### src/hw/rtl/ttmdc_pkg.sv
// Shared types and constants for the torque to motor drive command block.
// No dependencies.
package ttmdc_pkg;

  localparam int TorqW = 24;
  localparam int AngW  = 19;
  localparam int RateW = 25;
  localparam int BusW  = 22;
  localparam int CurW  = 23;
  localparam int VoltW = 27;
  localparam int DutyW = 17;
  localparam int CfgIdxW = 3;
  localparam int CfgDataW = 23;

  localparam logic signed [VoltW-1:0] VMax = 27'sd67108863;
  localparam logic signed [VoltW-1:0] VMin = -27'sd67108864;
  localparam logic [DutyW-1:0] DutyFull = 17'd65536;

  typedef enum logic [CfgIdxW-1:0] {
    REG_CPT  = 3'd0,
    REG_EMF  = 3'd1,
    REG_RES  = 3'd2,
    REG_IMAX = 3'd3,
    REG_TMAX = 3'd4,
    REG_LO   = 3'd5,
    REG_HI   = 3'd6,
    REG_POL  = 3'd7
  } reg_idx_t;

  localparam logic [1:0] PolPos = 2'd1;
  localparam logic [1:0] PolNeg = 2'd2;

  typedef struct packed {
    logic [19:0] cpt;
    logic [21:0] emf;
    logic [21:0] res;
    logic [21:0] imax;
    logic [22:0] tmax;
    logic signed [AngW-1:0] lo;
    logic signed [AngW-1:0] hi;
    logic [1:0] pol;
  } cfg_t;

  // classified item between front and back
  typedef struct packed {
    logic invalid;
    logic brk;
    logic sat;
    logic signed [TorqW-1:0] torque;
    logic signed [RateW-1:0] rate;
    logic [BusW-1:0] bus;
  } cmd_t;

  typedef struct packed {
    logic signed [TorqW-1:0] torque;
    logic signed [CurW-1:0] cur;
    logic signed [VoltW-1:0] volt;
    logic [DutyW-1:0] duty;
    logic in1;
    logic sat;
    logic brk;
    logic vld;
  } res_t;

  localparam int CmdW = $bits(cmd_t);
  localparam int ResW = $bits(res_t);

endpackage

### src/hw/rtl/ttmdc_queue.sv
// Short FIFO between front and back (two entries, flop based).
// Depends on ttmdc_pkg.
module ttmdc_queue (
  input  logic            clk,
  input  logic            rst,
  input  logic            wr_valid,
  output logic            wr_ready,
  input  ttmdc_pkg::cmd_t wr_data,
  output logic            rd_valid,
  input  logic            rd_ready,
  output ttmdc_pkg::cmd_t rd_data
);
  import ttmdc_pkg::*;

  cmd_t mem [2];
  logic wp, rp;
  logic [1:0] cnt;
  logic wr, rd;

  assign wr_ready = cnt != 2'd2;
  assign rd_valid = cnt != 2'd0;
  assign rd_data = mem[rp];
  assign wr = wr_valid && wr_ready;
  assign rd = rd_valid && rd_ready;

  always_ff @(posedge clk) begin
    if (rst) begin
      wp <= 1'b0;
      rp <= 1'b0;
      cnt <= 2'd0;
    end else begin
      if (wr) wp <= !wp;
      if (rd) rp <= !rp;
      cnt <= cnt + {1'b0, wr} - {1'b0, rd};
    end
  end

  always_ff @(posedge clk) begin
    if (wr) mem[wp] <= wr_data;
  end

  assert property (@(posedge clk) disable iff (rst) cnt != 2'd3)
    else $error("queue count overflow");
  assert property (@(posedge clk) disable iff (rst) (cnt == 2'd0) |-> !rd)
    else $error("read from empty queue");
  assert property (@(posedge clk) disable iff (rst) (wr && !rd) |=> cnt == $past(cnt) + 2'd1)
    else $error("queue count mismatch");
endmodule

### config.mk
export PLATFORM = sky130hd
export DESIGN_NAME = ttmdc_queue
export DESIGN_NICKNAME = d
export VERILOG_FILES = /design/src/hw/rtl/ttmdc_pkg.sv /design/src/hw/rtl/ttmdc_queue.sv
export SDC_FILE = /design/constraint.sdc
export NUM_CORES = 1
export LEC_CHECK = 0
export BUFFER_PORTS_ARGS = -buffer_cell sky130_fd_sc_hd__clkbuf_2
export CAP_MARGIN = 40
export CORE_ASPECT_RATIO = 0.6
export CORE_UTILIZATION = 45
export CTS_BUF_LIST = sky130_fd_sc_hd__clkbuf_8
export DETAILED_ROUTE_END_ITERATION = 12
export GPL_TIMING_DRIVEN = 0
export HOLD_SLACK_MARGIN = 0.08
export PLACE_DENSITY = 0.67
export SETUP_SLACK_MARGIN = 0.2
export SYNTH_ARGS = -nofsm -noshare
export SYNTH_HDL_FRONTEND = slang
export SYNTH_SLANG_ARGS = --single-unit
### constraint.sdc
create_clock -name clk -period 6.6 [get_ports clk]
set_input_delay 0.66 -clock clk [delete_from_list [all_inputs] [get_ports clk]]
set_output_delay 0.66 -clock clk [all_outputs]
set_load 0.01 [all_outputs]
**After elaboration in Yosys (flattened, before gate mapping)**

Memories as Yosys holds them, arrays and structs flattened. A register that Yosys moved wholly into a read port is not among the register bits.
Index checks and enable logic that the tools add are counted.

- Register bits after elaboration: 4
- Bits in latches: 0
- RAM bits: 148
- Bits in read-only memories: 0
- Input port bits: 78
- Output and inout bits: 76
- Word-level logic and storage cells: 16
- Memories: 1

- Add/subtract/negate cells: 2
- Multipliers: 0
- Divide/modulo/power cells: 0
- $lt $le $gt $ge: 0
- Equality and inequality tests: 1
- Shift-type cells: 0
- Muxes and demuxes: 4
- Bitwise gates (word level): 0
- Reductions and logical operators: 5

Memory list:

| name | words | width | rd ports | clocked after memory_dff | write ports | RTL line | RTL |
|---|---|---|---|---|---|---|---|
| mem | 2 | 74 | 1 | 1 | 1 | ttmdc_queue.sv:15 | `cmd_t mem [2];` |

Operators with widths:

| operator | number |
|---|---|
| 1-bit 2-to-1 mux | 4 |
| 2-bit by 1-bit adder with 2-bit output | 1 |
| 1-bit logical AND | 2 |
| 1-bit zero test | 2 |
| 2-bit != test (second input constant) | 1 |
| 2-bit nonzero test | 1 |
| 2-bit by 1-bit subtractor with 2-bit output | 1 |

**Depth between registers and ports, before layout**

- Depth in word-level cells: 4
- Depth in mapped cells: 6

**Least setup slack after synthesis**

No wires, ideal clock.

- Path kind: input port to flip-flop
- Start: in wr_valid
- End: mem mem[1][0] (netlist bit) (enable)
- Setup time: 441 ps
- Arrival time: 2440 ps
- Data required time: 6159 ps
- Slack: 3720 ps
- Cell stages on the path: 1
- Buffers on the path: 0
- Cells stage by stage: and3_1

- Cells in the longest elaborated chain, start to end: 3

RTL lines:

| element | RTL line | RTL |
|---|---|---|
| start, declared | ttmdc_queue.sv:6 | `input logic wr_valid,` |
| 1-bit logical AND | ttmdc_queue.sv:23 | `assign wr = wr_valid && wr_ready;` |
| 1-bit 2-to-1 mux | ttmdc_queue.sv:39 | `if (wr) mem[wp] <= wr_data;` |
| 1-bit 2-to-1 mux (not written as such) | ttmdc_queue.sv:39 |  |
| end, declared | ttmdc_queue.sv:15 |  |

Every way passes these cells.

==> flow_summary.yaml <==
outcome:
  status: "complete, no violations"
route:
  ant_nets: 0
  drt_iter0_drc: 142
  firstDrtPassIters: 5
  route.detailed.wl_per_inst_microns: 16.1
  routed_wl_microns: 9860
  vias: 2931
  drc: 0
  drt-vias-per-instance: 4.80
clocking:
  h-tree-depth: 4
  cts_made_buffers: 17
  insertion_delay_ns: 0.42
  clkTransAtPathRegs_ns: 0.08
  cts_sinks: 153
  postCtsSetupBuffers: 0
  cts_tree: "done"
  clockRootBuffer: "clkbuf_8"
  cts_buffer_depth: 2
  ctsHoldBuffers: 0
  cts_resized: 0
layout:
  diodes: 0
  finalNetCount: 512
  fin_area_sq_um: 7120
  layout-drive-gt1-share: 0.446
  area_growth_pct: 26.7
critical_path:
  cp.depth: 4
  path_class: "reg -> out"
  cp_data_arrival_time_ns: 1.66
  slowest_stage: "mux2_1"
  start_kind: "flop"
  r2r-start: "cnt[0]"
  cp_top_family: "buffers and inverters"
  r2r_end: "mem[0][42]"
  critPathCaptureType: "primary output"
  required_ns: 5.94
  crit_path_end: "rd_data[28]"
  crit_chain: "buf_4 -> buf_6 -> mux2_1 -> clkbuf_2"
  max_stage_delay_ns: 0.34
  cp.buffers_inverters: 3
  reg2regPathDepth: 4
  r2r_setup_slack_ns: 4.75
  critPathMaxFanout: 10
floorplanning:
  initial_utilization: 0.465
  io-pin-count: 154
  rows: 31
  die_y_microns: 88.6
  die_area_sq_um: 13000
  core-area_sq_um: 12100
  die_w_microns: 146
power_and_ir_drop:
  vdd_drop_max_mv: 0.155
  finalPower_w: 0.00252
  seqPwrFrac: 0.477
  p_leak_nw: 2.73
  p_per_area_nw_per_um2: 354
  p_sw_frac: 0.252
  power_frac_comb: 0.192
  internal-power_w: 0.00189
  pwr-share-clk: 0.331
  p_switching_w: 0.000634
flow_run:
  cap_violations: 0
placed_design:
  portBuffers: 153
  hpwl_microns: 6570
  place_area_sq_um: 6640
  dpl_worst_slack_ns: 4.52
  place.gp.congestion: 0.716
synth:
  synthesis.area_sq_um: 5620
  avgSynthCellArea_sq_um: 21.7
  synth_cells: 259
  yosys_warnings: 0
  yosysSeqAreaShare: 0.808
  synth_area_leader_cell: "edfxtp_1"
  netlist_top_cells_area: "edfxtp_1, mux2_1, dfxtp_1"
  syn-num-nets: 338
  ys_ff_latch: 153
  ys_types: 25
  synth.top_cell.area_share: 0.790
timing:
  hold-worst-slack_ns: 0.418
  layout_setup_ws_ns: 4.28
  rsz0062_at_grt: "false"
  hold_viol: 0
  max_freq_ghz: 0.431
  min_period_over_period: 0.352
  fin_tns_setup_ns: 0
  worstMarginPinSlew_ns: 0.534
  setup_viol: 0
  min_period_ns: 2.32
  slew_headroom: 0.644
  slew_violations: 0
  skew_ns: 0.0105
global_routing:
  grt_max_degree: 41
  grt_pass1_wl_microns: 14800
  antenna_found_initial: 0
  grt_pass1_vias: 2924
  grt-ovfl-total: 0
  track_usage: 0.158
hold_path:
  min_path_type: "in -> reg"
[metrics by stage]
step	instances	util
finish	611	0.589
global route	611	0.589
floorplan	259	-
CTS	611	0.589
detailed placement	579	0.549
global placement	577	0.545
[worst min path at each step]
stage,from,to,slack [ns],cells after the start
after floorplan,rp,flop,0.47,2
after global placement,rp,rp,0.49,2
after detailed placement,rp,rp,0.50,2
after CTS,wr_data[67],mem[0][67],0.39,1
after global routing,wr_data[67],mem[1][67],0.39,1
final,wr_data[67],mem[0][67],0.42,1
[power groups by stage]
stage          logic (W)  clock network [W]  registers [W]
2_1_floorplan   0.000295                  0        0.00122
3_3_place_gp    0.000480                  0        0.00123
3_5_place_dp    0.000493                  0        0.00122
4_1_cts         0.000496           0.000855        0.00120
5_1_grt         0.000533           0.000895        0.00121
6_report        0.000485           0.000834        0.00120
[synthesized netlist by cell type]
cell type / count
mux2_1: 74
o21ai_1: 1
nor2b_1: 2
inv_1: 1
buf_6: 6
ha_1: 1
buf_2: 1
and3_1: 2
dfxtp_1: 5
nand2b_1: 1
nand3_1: 1
or2_2: 1
nor2_1: 4
nor4_1: 1
o21ba_1: 1
edfxtp_1: 148
nand3b_1: 1
o21ai_0: 1
a21bo_1: 1
xor2_1: 1
nor4bb_2: 1
a21oi_1: 1
buf_4: 1
o31a_1: 1
nor3_2: 1
[placed cells by master (no fill, tap or decap), drive strengths merged]
cell      Yosys  layout
nor2          4       4
nor2b         2       2
a21oi         1       1
nor4bb        1       1
ha            1       1
clkbuf        0     170
nand2b        1       1
clkinv        0       5
mux2         74      74
o31a          1       1
or2           1       1
o21ba         1       1
xor2          1       1
nand3         1       1
a21bo         1       1
clkinvlp      0       1
nand3b        1       1
buf           8      10
nor4          1       1
o21ai         2       2
inv           1       4
edfxtp      148     148
bufinv        0       6
nor3          1       1
dfxtp         5       5
and3          2       2
[sequential cells by signal, indices dropped and copies added (netlist names), named ones only]
| name | count |
|---|---|
| mem | 148 |
| wp | 1 |
| cnt | 2 |
| rp | 1 |
[metal layers]
metal,global-route usage,part of all wire,up-vias
met1,0.196,0.44,1430
met5,0,0,-
met4,0.0672,0.0094,0
met2,0.246,0.45,110
met3,0.0675,0.10,12
li1,-,-,1379
[final cells by class]
class	instances	area, sq um
plain buffers	8	80.1
clock buffers	17	234
clock inverters	15	245
fillers	988	4980
inverters	1	6.26
multi-input cells	97	1000
flip-flops and latches	153	4540
well taps	165	206
repair buffers	155	806
[kinds of logic (layout without fill, tap and decap cells)]
kind of cell               Yosys count  after routing  share of synthesized area
DFF                                153            153                      0.808
xor gates and xnor gates             1              1                    0.00156
and+or+nand+nor                     15             15                     0.0174
buffers and inverters                9            196                     0.0149
muxes                               74             74                      0.148
AOI/OAI and AO/OA                    6              6                    0.00778
adders and majority gates            1              1                    0.00222
[worst reg2reg max path: cells and delay by family, from the launching register on]
family,cells,cell delay (ns)
buffers and inverters,2,0.70
flip-flops,1,0.44
AND/OR/NAND/NOR,2,0.36
Power figures use the tool's default switching activity.
