[src/hw/rtl/ttmdc_pkg.sv]
// Shared types and constants for the torque to motor drive command block.
// No dependencies.
package ttmdc_pkg;

  localparam int TorqW = 24;
  localparam int AngW  = 19;
  localparam int RateW = 25;
  localparam int BusW  = 22;
  localparam int CurW  = 23;
  localparam int VoltW = 27;
  localparam int DutyW = 17;
  localparam int CfgIdxW = 3;
  localparam int CfgDataW = 23;

  localparam logic signed [VoltW-1:0] VMax = 27'sd67108863;
  localparam logic signed [VoltW-1:0] VMin = -27'sd67108864;
  localparam logic [DutyW-1:0] DutyFull = 17'd65536;

  typedef enum logic [CfgIdxW-1:0] {
    REG_CPT  = 3'd0,
    REG_EMF  = 3'd1,
    REG_RES  = 3'd2,
    REG_IMAX = 3'd3,
    REG_TMAX = 3'd4,
    REG_LO   = 3'd5,
    REG_HI   = 3'd6,
    REG_POL  = 3'd7
  } reg_idx_t;

  localparam logic [1:0] PolPos = 2'd1;
  localparam logic [1:0] PolNeg = 2'd2;

  typedef struct packed {
    logic [19:0] cpt;
    logic [21:0] emf;
    logic [21:0] res;
    logic [21:0] imax;
    logic [22:0] tmax;
    logic signed [AngW-1:0] lo;
    logic signed [AngW-1:0] hi;
    logic [1:0] pol;
  } cfg_t;

  // classified item between front and back
  typedef struct packed {
    logic invalid;
    logic brk;
    logic sat;
    logic signed [TorqW-1:0] torque;
    logic signed [RateW-1:0] rate;
    logic [BusW-1:0] bus;
  } cmd_t;

  typedef struct packed {
    logic signed [TorqW-1:0] torque;
    logic signed [CurW-1:0] cur;
    logic signed [VoltW-1:0] volt;
    logic [DutyW-1:0] duty;
    logic in1;
    logic sat;
    logic brk;
    logic vld;
  } res_t;

  localparam int CmdW = $bits(cmd_t);
  localparam int ResW = $bits(res_t);

endpackage

[src/hw/rtl/ttmdc_front.sv]
// Front: clamps torque, checks settings, classifies brake cases.
// Depends on ttmdc_pkg.
module ttmdc_front (
  input  logic                        clk,
  input  logic                        rst,
  input  logic                        in_valid,
  output logic                        in_ready,
  input  logic signed [23:0]          torque_request,
  input  logic signed [18:0]          fin_angle,
  input  logic signed [24:0]          fin_rate,
  input  logic [21:0]                 bus_voltage,
  input  ttmdc_pkg::cfg_t             cfg,
  output logic                        q_valid,
  input  logic                        q_ready,
  output ttmdc_pkg::cmd_t             q_cmd
);
  import ttmdc_pkg::*;

  logic signed [TorqW:0] tq_ext, tmax_s;
  logic signed [TorqW-1:0] tq;
  logic tq_sat, bad;
  cmd_t cmd;

  assign tq_ext = {torque_request[TorqW-1], torque_request};
  assign tmax_s = {2'b00, cfg.tmax};

  always_comb begin
    tq = torque_request;
    tq_sat = 1'b0;
    if (tq_ext > tmax_s) begin
      tq = {1'b0, cfg.tmax};
      tq_sat = 1'b1;
    end else if (tq_ext < -tmax_s) begin
      tq = TorqW'(-tmax_s);
      tq_sat = 1'b1;
    end
    bad = (cfg.cpt == '0) || (cfg.emf == '0) || (cfg.res == '0) || (cfg.imax == '0) ||
          (cfg.tmax == '0) || (cfg.pol != PolPos && cfg.pol != PolNeg) ||
          (cfg.lo >= cfg.hi) || (bus_voltage == '0);
    cmd.invalid = bad;
    cmd.brk = !bad && ((fin_angle >= cfg.hi && !tq[TorqW-1]) ||
                       (fin_angle <= cfg.lo && (tq[TorqW-1] || tq == '0)));
    cmd.sat = tq_sat;
    cmd.torque = tq;
    cmd.rate = fin_rate;
    cmd.bus = bus_voltage;
  end

  // one-deep registered stage; accepts when empty or draining
  assign in_ready = !q_valid || q_ready;

  always_ff @(posedge clk) begin
    if (rst) begin
      q_valid <= 1'b0;
    end else if (in_ready) begin
      q_valid <= in_valid;
    end
  end

  always_ff @(posedge clk) begin
    if (in_ready && in_valid) begin
      q_cmd <= cmd;
    end
  end
endmodule

[config.mk]
export PLATFORM = sky130hd
export DESIGN_NAME = ttmdc_front
export DESIGN_NICKNAME = d
export VERILOG_FILES = /design/src/hw/rtl/ttmdc_pkg.sv /design/src/hw/rtl/ttmdc_front.sv
export SDC_FILE = /design/constraint.sdc
export NUM_CORES = 1
export LEC_CHECK = 0
export BUFFER_PORTS_ARGS = -buffer_cell sky130_fd_sc_hd__buf_2
export CAP_MARGIN = 40
export CELL_PAD_IN_SITES_DETAIL_PLACEMENT = 0
export CELL_PAD_IN_SITES_GLOBAL_PLACEMENT = 2
export CORE_AREA = 3 3 160 162
export DETAILED_ROUTE_END_ITERATION = 8
export DIE_AREA = 0 0 163 165
export PLACE_DENSITY = 0.88
export SLEW_MARGIN = 20
export SYNTH_ARGS = -nofsm -noshare
export SYNTH_HDL_FRONTEND = slang
export SYNTH_SLANG_ARGS = --single-unit
export TNS_END_PERCENT = 100
[constraint.sdc]
create_clock -name clk -period 5.4 [get_ports clk]
set_input_delay 0.81 -clock clk [delete_from_list [all_inputs] [get_ports clk]]
set_output_delay 0.81 -clock clk [all_outputs]
set_load 0.05 [all_outputs]
======== Yosys cells after proc, flatten, opt, wreduce, memory -nomap -nowiden ========
Cells that the tools add are included.
Widths: inputs -> output; s select.
cells by class
  $lt $le $gt $ge ......................... 5
  equality and inequality tests ........... 2
  reductions and logical operators ........ 25
  add/subtract/negate cells ............... 1
  mux-type cells .......................... 3
operators with widths
  cell                number
  $logic_not 22->1    4
  $mux 24             2
  $ge 19x19->1        2
  $lt 24x25->1        1
  $neg 23->25         1
  $gt 24x24->1        1
  $logic_not 24->1    1
  $logic_not 23->1    1
  $logic_not 20->1    1
  $le 19x19->1        1
  $logic_or 1x1->1    10
  $logic_and 1x1->1   5
  $logic_not 1->1     3
  $ne 2x1->1 const B  1
  $ne 2x2->1 const B  1
  $mux 1              1
word-level totals
  input bits .............................. 243
  output and inout port bits .............. 76
  flip-flop bits (word level) ............. 75

======== Depth between registers and ports, before layout ========
  depth after elaboration ................. 10
  depth in mapped cells ................... 22
  depth with buffers taken out ............ 19

======== Worst setup path before layout ========
OpenSTA, ideal clock, no wires.
  path kind ............................... input to register
  from .................................... input cfg[41] (netlist bit)
  to ...................................... register q_cmd[72] (netlist bit) (data pin)
  stages .................................. 20
  data arrival time ....................... 4.879 ns
  setup slack ............................. 0.356 ns
  cell sequence ........................... inv_1 -> ha_1 -> or3b_4 -> nor3b_4 -> nand2_1 -> nor4_1 -> xnor2_1 -> ha_1 -> nand4_1 -> nor4_1 -> o21a_2 -> o41a_1 -> o21ai_2 -> nand2_2 -> buf_2 -> mux2i_1 -> o221ai_1 -> nor4_2 -> nand4_1 -> o31ai_2
RTL lines
  item                    RTL line           source
  start: declaration      ttmdc_front.sv:12  input ttmdc_pkg::cfg_t cfg,
  end signal: assignment  ttmdc_front.sv:62  q_cmd <= cmd;
  end: declaration        ttmdc_front.sv:15  output ttmdc_pkg::cmd_t q_cmd

==> results_dict.tcl <==
set metrics [dict create \
    cp-endpoint "q_cmd[72]" \
    portBuffers 318 \
    outcome "finished clean" \
    peakVddDrop_uv 124 \
    cts_buffers 9 \
    grt_max_degree 55 \
    worst_pin_slew_ps 611 \
    yosysSeqAreaShare 0.345 \
    drt_iter0_drc 405 \
    final_antenna_net_count 0 \
    areaGrowthSynthToFinish_pct 43.0 \
    p_per_area_mw_per_mm2 208 \
    grt_pass1_vias 6470 \
    final_cells 1375 \
    ys_seq_elements 75 \
    synth_nets 1005 \
    critPathMaxFanout 5 \
    grt_pass1_wl_um 34400 \
    skew_ps 6.79 \
    antennaDiodeCount 0 \
    die_h_um 165 \
    postPlaceCellArea_sq_mm 0.00894 \
    drt-wirelength-per-cell_um 17.1 \
    cts_tree "built" \
    placementRows 57 \
    fp.dieW_um 163 \
    crit_type "in2reg" \
    period_minus_slack_ps 5130 \
    wirelength_um 23500 \
    cts.sinks 75 \
    slew_violations 0 \
    h-tree-depth 3 \
    initial_utilization 0.268 \
    cp.arrival_ps 5280 \
    critPathLaunch "cfg[41]" \
    core_region_area_sq_mm 0.0242 \
    synth_most_common_cell "ha_1" \
    worstPathRequired_ps 5550 \
    rsz0062_at_grt "false" \
    antenna_found_initial 0 \
    ys_async_sr_fraction 0 \
    grt_use_total 0.163 \
    place_hpwl_um 20600 \
    cellLeakagePower_nw 4.57 \
    synth_area_leaders "edfxtp_1, ha_1, inv_1" \
    place_inst 1352 \
    min_from "q_valid" \
    clk_pin_slew_ps 60 \
    maxCapViolCount 0 \
    place.gp.congestion 0.902 \
    synthesis.area_sq_mm 0.00649 \
    crit_path_start_kind "input port" \
    min_path_type "reg2reg" \
    netlist.area_leader.share 0.342 \
    drc 0 \
    timing.fmax_ghz 0.195 \
    timing.rr.start "q_valid" \
    clock_path_buffers 2 \
    insertion_delay_ps 330 \
    hold_ws_ps 564 \
    first_pass_iters 6 \
    relSlewSlack 0.593 \
    rr_worst_depth 3 \
    via_per_inst 4.74 \
    finalInstanceArea_sq_mm 0.00928 \
    synth_edf_count 74 \
    grt.overflow.total 0 \
    setup_violations 0 \
    synth-main-ff-cell "edfxtp_1" \
    rr_endpoint "q_cmd[70]" \
    ys_warn_count 0 \
    finalCritPeriodShare 0.950 \
    ioPinCount 319 \
    cts_root_buffer "clkbuf_16" \
    yosysTopAreaCell "edfxtp_1" \
    fp.dieArea_sq_mm 0.0269 \
    avgSynthCellArea_sq_um 9.88 \
    syn-instance-count 657 \
    layout-drive-gt1-share 0.415 \
    synth.distinct_cells 74 \
    endpoint_kind "flip-flop" \
    synthTopCellsByCount "ha_1, inv_1, edfxtp_1, a21oi_1, nor4_1" \
    fin_nets 1394 \
    vias 6512 \
    final_hold_viol_count 0 \
    ff2ff_setup_slack_ps 3950 \
]
cells in the final DEF, fill, tap and decap left out, drive strengths merged, types with 3 or more instances in the layout:
cell	synthesis	layout
buf	7	389
ha	105	105
inv	82	85
edfxtp	74	74
a21oi	49	49
nor4	34	34
nor2	29	29
o21ai	29	29
nand4	26	26
nand2	26	26
a21o	20	20
xnor2	20	20
nor3	19	19
nor2b	12	12
nand3	11	11
clkbuf	4	9
mux2i	8	8
a31oi	7	7
or4	7	7
o22ai	6	6
and3	6	6
o21a	6	6
a211oi	5	5
and4	5	5
a2bb2oi	5	5
o31a	4	4
o32ai	4	4
nand2b	4	4
o31ai	4	4
a2111oi	3	3
a211o	3	3
clkinvlp	0	3
and2	3	3
worst min path at each step:
stage	end	slack, ps	cells past startpoint
after floorplan	q_valid	880	1
after global placement	q_valid	540	2
after detailed placement	q_valid	560	2
after CTS	q_valid	570	2
after global routing	q_valid	610	2
final	q_valid	560	2
through the flow:
step | util | total power, W | TNS [ps] | setup slack [ps]
after CTS | 0.380 | 0.00195 | 0 | 210
after global routing | 0.383 | 0.00204 | 0 | 40.0
after detailed placement | 0.369 | 0.00139 | -123 | -123
after floorplan | - | 0.00111 | 0 | 356
final | 0.383 | 0.00193 | 0 | 271
after global placement | 0.367 | 0.00138 | 0 | 15.7
cells by family after synthesis:
| logic type | Yosys count | synth area share |
|---|---|---|
| AOI/OAI and AO/OA | 164 | 0.172 |
| muxes | 8 | 0.0123 |
| xor gates and xnor gates | 21 | 0.0295 |
| and+or+nand+nor | 191 | 0.181 |
| DFF | 75 | 0.345 |
| adders and majority gates | 105 | 0.202 |
| buffers and inverters | 93 | 0.0573 |
registers in the layout, summed over array words and instances, names as in the netlist:
| register | flops |
|---|---|
| q_valid | 1 |
| q_cmd | 74 |
metal layers:
metal / vias to the layer above / GRT usage / part of all wire
met1: 2973 / 0.200 / 0.42
met5: - / 0 / 0
met2: 212 / 0.299 / 0.50
met4: 0 / 0.0419 / 0.019
met3: 22 / 0.0251 / 0.060
li1: 3305 / - / -
worst max-delay path: stages:
cell,delay (ps)
buf_2,130
inv_1,70
ha_1,160
or3b_4,400
nor3b_4,270
nand2_1,130
nor4_1,380
xnor2_1,120
ha_1,320
nand4_1,130
nor4_1,350
o21a_2,230
o41ai_4,100
a31oi_1,440
o32ai_1,180
a21o_1,200
nand4b_1,190
nor4_2,230
nand4_1,170
o31ai_2,270
timing repair:
item / in CTS / in global routing
resized for setup: 0 / 1
setup buffers: 0 / 6
hold buffers: 0 / 0
endpoints found under the setup margin: 0 / 1
layout make-up:
cell class              instances  area [sq um]
clock buffers                   9           225
clock inverters                 7          57.6
fillers                      2523         15000
inverters                      82           308
multi-input cells             489          3880
flip-flops and latches         75          2240
well taps                     324           405
repair buffers                389          2160
where the power goes:
group | internal (W) | leakage [nW] | switching (W)
combinational | 0.000259 | 3.71 | 0.000418
sequential | 0.000692 | 0.725 | 0.00000868
clock | 0.000316 | 0.129 | 0.000241
total | 0.00127 | 4.57 | 0.000667
No activity file was read; power rests on OpenSTA's default activity.
